## src/rtl/bdlp_pkg.sv

```systemverilog
// Shared types, constants and the per-button update function of the
// long-press debouncer. No dependencies.
package bdlp_pkg;

    localparam int BUTTONS  = 4;
    localparam int BTN_W    = (BUTTONS > 1) ? $clog2(BUTTONS) : 1;
    localparam int RAW_BITS = 4;
    localparam int TIME_W   = 32;
    localparam int CFG_W    = 16;
    localparam logic [BTN_W-1:0] LAST_BTN = BTN_W'(BUTTONS - 1);

    typedef logic [BTN_W-1:0] btn_t;

    typedef enum logic [1:0] {
        OP_SAMPLE     = 2'd0,
        OP_READ_EVENT = 2'd1,
        OP_SUPPRESS   = 2'd2,
        OP_INIT       = 2'd3
    } op_t;

    typedef enum logic [1:0] {
        EV_NONE  = 2'd0,
        EV_SHORT = 2'd1,
        EV_LONG  = 2'd2
    } ev_t;

    typedef enum logic [0:0] {
        REG_DEBOUNCE   = 1'b0,
        REG_LONG_PRESS = 1'b1
    } reg_idx_t;

    typedef struct packed {
        op_t                op;
        logic [RAW_BITS-1:0] raw_levels;
        logic [1:0]         button_index;
        logic [TIME_W-1:0]  now_ms;
    } in_t;

    typedef struct packed {
        ev_t        event_code;
        logic [3:0] held_mask;
    } out_t;

    // One memory word per button
    typedef struct packed {
        logic              raw_seen;
        logic              long_done;
        logic [TIME_W-1:0] change_time;
        logic [TIME_W-1:0] press_time;
        ev_t               waiting_event;
    } entry_t;

    // Read request from the sequencer into the state store
    typedef struct packed {
        logic valid;
        logic last;
        btn_t addr;
        in_t  item;
    } req_t;

    // Item at the modify stage, with the entry as read (forwarded if needed)
    typedef struct packed {
        logic   valid;
        logic   last;
        btn_t   addr;
        in_t    item;
        entry_t entry;
    } stage_t;

    typedef struct packed {
        logic   en;
        btn_t   addr;
        entry_t data;
    } wr_t;

    typedef struct packed {
        entry_t entry;
        logic   stable;
        ev_t    ev;
    } upd_t;

    function automatic logic raw_bit(logic [RAW_BITS-1:0] levels, btn_t addr);
        logic r;
        r = 1'b0;
        for (int k = 0; k < RAW_BITS; k++) begin
            if (32'(addr) == k)
            begin
                r = levels[k];
            end
        end
        return r;
    endfunction

    function automatic logic [3:0] held_bits(logic [BUTTONS-1:0] stable);
        logic [3:0] m;
        m = '0;
        for (int k = 0; k < BUTTONS && k < 4; k++) begin
            m[k] = stable[k];
        end
        return m;
    endfunction

    function automatic upd_t btn_update(in_t it, btn_t addr, entry_t e, logic stable,
                                        logic [CFG_W-1:0] deb, logic [CFG_W-1:0] lp);
        upd_t              u;
        logic              raw;
        logic              hit;
        logic              prs_set;
        logic [TIME_W-1:0] d_chg;
        logic [TIME_W-1:0] d_prs;
        u.entry = e;
        u.stable = stable;
        u.ev = EV_NONE;
        raw = raw_bit(it.raw_levels, addr);
        hit = (32'(it.button_index) == 32'(addr));
        prs_set = 1'b0;
        d_chg = '0;
        d_prs = '0;
        unique case (it.op)
            OP_SAMPLE:
            begin
                if (raw != e.raw_seen)
                begin
                    u.entry.raw_seen = raw;
                    u.entry.change_time = it.now_ms;
                end
                d_chg = it.now_ms - u.entry.change_time;
                if (d_chg >= TIME_W'(deb))
                begin
                    if (raw != stable)
                    begin
                        u.stable = raw;
                        if (raw)
                        begin
                            u.entry.press_time = it.now_ms;
                            u.entry.long_done = 1'b0;
                            prs_set = 1'b1;
                        end
                        else if (!e.long_done)
                        begin
                            u.entry.waiting_event = EV_SHORT;
                        end
                    end
                    d_prs = prs_set ? '0 : (it.now_ms - e.press_time);
                    if (u.stable && !u.entry.long_done && d_prs >= TIME_W'(lp))
                    begin
                        u.entry.waiting_event = EV_LONG;
                        u.entry.long_done = 1'b1;
                    end
                end
            end
            OP_READ_EVENT:
            begin
                if (hit)
                begin
                    u.ev = e.waiting_event;
                    u.entry.waiting_event = EV_NONE;
                end
            end
            OP_SUPPRESS:
            begin
                if (hit)
                begin
                    u.entry.long_done = 1'b1;
                end
            end
            OP_INIT:
            begin
                u.entry.raw_seen = raw;
                u.stable = raw;
            end
            default:
            begin
                u.ev = EV_NONE;
            end
        endcase
        return u;
    endfunction

endpackage

```

## src/rtl/bdlp_issue.sv

```systemverilog
// Input sequencer: takes one item beat and walks it over every button,
// one state-memory read per cycle while advance is high. Depends on bdlp_pkg.
module bdlp_issue
    import bdlp_pkg::*;
(
    input  logic clk,
    input  logic rst_n,
    input  logic in_valid,
    output logic in_ready,
    input  in_t  in_data,
    input  logic advance,
    output req_t req
);

    logic busy_reg, busy_next;
    btn_t cnt_reg, cnt_next;
    in_t  item_reg, item_next;
    logic at_last;
    logic take;

    assign at_last  = (cnt_reg == LAST_BTN);
    assign in_ready = advance && (!busy_reg || at_last);
    assign take     = in_valid && in_ready;

    always_comb
    begin
        busy_next = busy_reg;
        cnt_next  = cnt_reg;
        item_next = item_reg;
        if (take)
        begin
            busy_next = 1'b1;
            cnt_next  = '0;
            item_next = in_data;
        end
        else if (advance && busy_reg)
        begin
            if (at_last)
            begin
                busy_next = 1'b0;
            end
            else
            begin
                cnt_next = cnt_reg + 1'b1;
            end
        end
    end

    always_ff @(posedge clk or negedge rst_n)
    begin
        if (!rst_n)
        begin
            busy_reg <= 1'b0;
            cnt_reg  <= '0;
        end
        else
        begin
            busy_reg <= busy_next;
            cnt_reg  <= cnt_next;
        end
    end

    always_ff @(posedge clk)
    begin
        item_reg <= item_next;
    end

    assign req.valid = busy_reg;
    assign req.last  = at_last;
    assign req.addr  = cnt_reg;
    assign req.item  = item_reg;

endmodule

```

## src/rtl/bdlp_store.sv

```systemverilog
// Per-button state memory with registered read, entry valid bits
// and write-to-read forwarding. Depends on bdlp_pkg.
module bdlp_store
    import bdlp_pkg::*;
(
    input  logic   clk,
    input  logic   rst_n,
    input  logic   advance,
    input  req_t   req,
    input  wr_t    wr,
    output stage_t stage
);

    entry_t             mem [BUTTONS];
    logic [BUTTONS-1:0] vld_reg;
    logic               s2_valid_reg;
    logic               s2_last_reg;
    btn_t               s2_addr_reg;
    in_t                s2_item_reg;
    entry_t             rd_data_reg;
    logic               rd_vld_reg;
    logic               fwd_reg;
    entry_t             fwd_data_reg;

    always_ff @(posedge clk)
    begin
        if (wr.en)
        begin
            mem[wr.addr] <= wr.data;
        end
        if (advance && req.valid)
        begin
            rd_data_reg  <= mem[req.addr];
            rd_vld_reg   <= vld_reg[req.addr];
            fwd_data_reg <= wr.data;
            s2_last_reg  <= req.last;
            s2_addr_reg  <= req.addr;
            s2_item_reg  <= req.item;
        end
    end

    always_ff @(posedge clk or negedge rst_n)
    begin
        if (!rst_n)
        begin
            vld_reg      <= '0;
            s2_valid_reg <= 1'b0;
            fwd_reg      <= 1'b0;
        end
        else
        begin
            if (wr.en)
            begin
                vld_reg[wr.addr] <= 1'b1;
            end
            if (advance)
            begin
                s2_valid_reg <= req.valid;
                // write lands in the same cycle as the read: take the new word
                fwd_reg      <= req.valid && wr.en && (wr.addr == req.addr);
            end
        end
    end

    assign stage.valid = s2_valid_reg;
    assign stage.last  = s2_last_reg;
    assign stage.addr  = s2_addr_reg;
    assign stage.item  = s2_item_reg;
    assign stage.entry = fwd_reg    ? fwd_data_reg :
                         rd_vld_reg ? rd_data_reg  : '0;

endmodule

```

## src/rtl/button_debounce_long_press.sv

```systemverilog
// Top level of the debouncer with short/long press events: config registers,
// modify/write-back stage, debounced levels and the output register.
// Depends on bdlp_pkg, bdlp_issue, bdlp_store.
//
//  channel | direction | signals                          | beat
//  --------+-----------+----------------------------------+------------------
//  in      | in        | in_valid in_ready in_data        | one item (in_t)
//  out     | out       | out_valid out_ready out_data     | one result (out_t)
//  cfg     | in        | cfg_valid cfg_ready cfg_index/data | one register write
//
// Each item occupies the sequencer for one state-memory read per button; the
// next item can be taken as the last button's read issues, and the result
// reaches the output register when the last button's entry is written back.
// Reset clears the entry valid bits, so no memory clearing pass is needed.
// A result that waits at the output stalls the pipe only when the next one
// is ready to be written; the next item is taken meanwhile.
module button_debounce_long_press
    import bdlp_pkg::*;
(
    input  logic             clk,
    input  logic             rst_n,
    input  logic             in_valid,
    output logic             in_ready,
    input  in_t              in_data,
    output logic             out_valid,
    input  logic             out_ready,
    output out_t             out_data,
    input  logic             cfg_valid,
    output logic             cfg_ready,
    input  reg_idx_t         cfg_index,
    input  logic [CFG_W-1:0] cfg_data
);

    logic [CFG_W-1:0]   deb_reg;
    logic [CFG_W-1:0]   lp_reg;
    logic [BUTTONS-1:0] stable_reg, stable_next;
    ev_t                ev_acc_reg, ev_acc_next;
    logic               out_valid_reg;
    out_t               out_data_reg;
    logic               advance;
    logic               finish;
    req_t               req;
    stage_t             stage;
    wr_t                wr;
    upd_t               upd;

    assign cfg_ready = 1'b1;

    always_ff @(posedge clk or negedge rst_n)
    begin
        if (!rst_n)
        begin
            deb_reg <= CFG_W'(50);
            lp_reg  <= CFG_W'(1000);
        end
        else if (cfg_valid)
        begin
            unique case (cfg_index)
                REG_DEBOUNCE:   deb_reg <= cfg_data;
                REG_LONG_PRESS: lp_reg  <= cfg_data;
                default:        deb_reg <= deb_reg;
            endcase
        end
    end

    // hold the pipe only when a finished result has nowhere to go
    assign advance = !(stage.valid && stage.last && out_valid_reg && !out_ready);

    bdlp_issue u_issue (
        .clk      (clk),
        .rst_n    (rst_n),
        .in_valid (in_valid),
        .in_ready (in_ready),
        .in_data  (in_data),
        .advance  (advance),
        .req      (req)
    );

    bdlp_store u_store (
        .clk     (clk),
        .rst_n   (rst_n),
        .advance (advance),
        .req     (req),
        .wr      (wr),
        .stage   (stage)
    );

    always_comb
    begin
        upd = btn_update(stage.item, stage.addr, stage.entry, stable_reg[stage.addr],
                         deb_reg, lp_reg);
        wr.en   = stage.valid && advance;
        wr.addr = stage.addr;
        wr.data = upd.entry;

        stable_next = stable_reg;
        stable_next[stage.addr] = upd.stable;

        // only the addressed button can report an event
        if (stage.addr == '0 || upd.ev != EV_NONE)
        begin
            ev_acc_next = upd.ev;
        end
        else
        begin
            ev_acc_next = ev_acc_reg;
        end
        finish = wr.en && stage.last;
    end

    always_ff @(posedge clk or negedge rst_n)
    begin
        if (!rst_n)
        begin
            stable_reg    <= '0;
            ev_acc_reg    <= EV_NONE;
            out_valid_reg <= 1'b0;
        end
        else
        begin
            if (wr.en)
            begin
                stable_reg <= stable_next;
                ev_acc_reg <= ev_acc_next;
            end
            if (finish)
            begin
                out_valid_reg <= 1'b1;
            end
            else if (out_ready)
            begin
                out_valid_reg <= 1'b0;
            end
        end
    end

    always_ff @(posedge clk)
    begin
        if (finish)
        begin
            out_data_reg.event_code <= ev_acc_next;
            out_data_reg.held_mask  <= held_bits(stable_next);
        end
    end

    assign out_valid = out_valid_reg;
    assign out_data  = out_data_reg;

endmodule

```

## config.mk

```make
export PLATFORM = sky130hd
export DESIGN_NAME = button_debounce_long_press
export DESIGN_NICKNAME = d
export VERILOG_FILES = /design/src/rtl/bdlp_pkg.sv /design/src/rtl/bdlp_issue.sv /design/src/rtl/bdlp_store.sv /design/src/rtl/button_debounce_long_press.sv
export SDC_FILE = /design/constraint.sdc
export NUM_CORES = 1
export LEC_CHECK = 0
export BUFFER_PORTS_ARGS = -buffer_cell sky130_fd_sc_hd__buf_2
export CAP_MARGIN = 5
export CELL_PAD_IN_SITES_DETAIL_PLACEMENT = 2
export CELL_PAD_IN_SITES_GLOBAL_PLACEMENT = 2
export CORE_ASPECT_RATIO = 1.1
export CORE_MARGIN = 4
export CORE_UTILIZATION = 49
export CTS_CLUSTER_DIAMETER = 60
export DETAILED_ROUTE_END_ITERATION = 16
export GPL_ROUTABILITY_DRIVEN = 0
export PLACE_DENSITY = 0.9
export SLEW_MARGIN = 40
export SYNTH_ARGS = -nofsm -noshare
export SYNTH_HDL_FRONTEND = slang
export SYNTH_SLANG_ARGS = --single-unit
```

## constraint.sdc

```tcl
create_clock -name clk -period 10.1 [get_ports clk]
set_clock_uncertainty 0.15 [all_clocks]
set_input_delay 2.02 -clock clk [delete_from_list [all_inputs] [get_ports clk]]
set_output_delay 2.02 -clock clk [all_outputs]
set_load 0.02 [all_outputs]
```

==> impl_results.md <==
* Chip Height at 250 um
* Layout cells sized above 1 at 0.161
* EDFF count, synth at 498
* Total number of vias at 19.7k
* Hold Path Class: reg -> reg
* Via density per instance at 7.33
* Post-synthesis simple-gate area fraction at 0.0922
* Max stage delay on crit path at 0.76 ns
* TritonCTS clock tree: built
* Fin. Hold Viols at 0
* Number of CTS-inserted buffers at 57
* Setup bufs post-CTS at 0
* CP delay by family, top: simple AND/OR/NAND/NOR gates
* Most frequent cells in the layout: 498 x edfxtp_1, 133 x nand2_1, 118 x nor2_1
* Die footprint at 0.0572 mm^2
* Layout Nets at 2123
* Largest net degree at the start of global routing at 72
* Library cells used by synthesis at 102
* IO Pins at 71
* Most used DFF post-synth: edfxtp_1
* Critical path class: reg -> reg
* Area delta synth->final at 11.6%
* Pre-antenna DRT Iters at 6
* Slew headroom at 0.355
* Final Cycle Share at 0.956
* Port buffer count at 69
* Max reg flops at 272
* Initial Util at 0.498
* Worst R2R Setup Slack at 0.45 ns
* # diodes at 0
* Startpoint Class: flip-flop
* Synth Area in Adders at 0.0469
* Clk pin slew, worst setup/hold paths at 0.07 ns
* Arr. time, crit path at 9.87 ns
* Max-slew violations at 0
* First-pass GRT wire length at 154 mm
* Setup Total Neg Slack at 0 ns
* Root Buffer: clkbuf_16
* Largest family of logic cells by synthesized area: compound AO/OA/AOI/OAI gates
* Status: finished clean
* Fin cells at 2693
* Clk sinks at 546
* Syn Std Cell Area at 0.0262 mm^2
* CP max-delay cell: mux4_2
* Seq. cell area at 0.0162 mm^2
* RSZ-0062 raised after global routing: false
* GR Overflow Total at 0
* Routed wire length per instance at 39.5 um
* Final period demand of the worst path at 9.65 ns
* Xor/xnor cell area share of the yosys netlist at 0.0137
* Routed Wire Length at 106 mm
* Yosys reg bits at 546
* CTS Buffer Depth at 3
* Most common cell after layout, fill and taps aside: edfxtp_1
* Buffers plus inverters on the worst setup path at 1
* Fillers at 4702
* First DRT Iteration DRCs at 2626
* Initial antenna violation count at 1
* Setup violations, final at 0
* Yosys warns at 0
* CTS H-Tree Depth at 2
* Vias in the first global route at 21.1k
* Fraction of registers with async set/reset at 0.0879
* Max Cap Violations at 0
* Routed Antenna Nets at 0
* Post-Syn Instances at 1913
* Multi-input gate area at 0.00935 mm^2
* Row cnt at 88
* Worst endpoint required time at 10.32 ns
* Total GRT Usage at 0.365
* # DRC at 0
* Inst Count DP at 2586
* Core area at 0.0526 mm^2
* Crit-path max FO at 68
* Horiz. Die Dim at 228 um
* Net Count, Synth at 2066
* Sequential area share after synthesis at 0.617
* DP Wirelength at 63.9 mm
* Max frequency at 0.104 GHz
* Post_cts resized at 0
* Crit end category: flip-flop
* Syn_area_per_cell at 13.7 um^2
* Multiplexer share of the synthesized area at 0.0835
* CTS Hold Bufs at 0
* Clock Latency Late Sink at 0.65 ns
* Compound-Gate Fraction of Synth Area at 0.118
* Slew @ Worst Pin at 0.967 ns
==> stage by stage <==
stage                     worst slack, ns   util  instance area, um^2  hold slack [ns]
after CTS                           0.803  0.555                29200            0.274
after global routing                0.392  0.555                29200            0.269
after floorplan                      2.13      -                26200            0.250
final                               0.449  0.555                29200            0.269
after global placement               2.47  0.516                27200            0.251
after detailed placement             1.55  0.517                27200            0.258
==> worst paths after layout <==
kind / startpoint / endpoint / cells after the start
hold reg to reg: u_issue.req[33]$_DFFE_PP_ / u_store.stage[101]$_DFFE_PP_ / 0
setup reg to reg: u_store.s2_addr_reg[0]$_DFFE_PP_ / u_store.mem[1][1]$_DFFE_PP_ / 27
max in group asynchronous: rst_n / u_issue.cnt_reg[0]$_DFFE_PN0P_ / 2
hold / removal: u_issue.req[33]$_DFFE_PP_ / u_store.stage[101]$_DFFE_PP_ / 0
setup / recovery: u_store.s2_addr_reg[0]$_DFFE_PP_ / u_store.mem[1][1]$_DFFE_PP_ / 27
min in group asynchronous: rst_n / deb_reg[3]$_DFFE_PN0P_ / 2
==> Yosys cell counts (15+ instances only) <==
master    instances  area [um^2]
edfxtp_1        498        15000
nand2_1         134          503
nor2_1          119          447
a21oi_1         109          546
ha_1             90         1130
inv_1            90          338
o21ai_0          88          440
mux4_2           71         1600
a22oi_1          56          420
clkbuf_1         56          210
dfrtp_1          39          976
mux2i_1          35          350
a21o_1           33          248
nand3_1          28          140
xnor2_1          28          245
nor2b_1          25          156
a31oi_1          24          150
mux2_2           21          236
nand4_1          20          125
nor3_1           20          100
and2_1           17          106
buf_1            16         60.1
nand3b_1         15          113
==> metal layers <==
layer	global-route usage	routed length (um)	up-vias
met2	0.604	51000	1532
met3	0.0740	9770	550
met4	0.205	7880	0
met5	0	0	-
met1	0.450	37800	10100
li1	-	-	7530
==> logic make-up after synthesis <==
family,after synthesis
AND/OR/NAND/NOR,469
flip-flops,546
buffers and inverters,180
XOR/XNOR,41
AO/OA/AOI/OAI,450
other,1
adder cells (fa/ha/maj),99
multiplexers,127
==> cell type report <==
class / count / share of cell area
inverters: 90 / 0.0116
repair buffers: 88 / 0.0179
clock inverters: 40 / 0.0172
clock buffers: 67 / 0.0512
flip-flops and latches: 546 / 0.554
well taps: 675 / 0.0289
multi-input cells: 1187 / 0.320
Power is left out: the tool's default activity adds up to more than one toggle a clock period on the data nets, which glitch-free logic cannot reach.
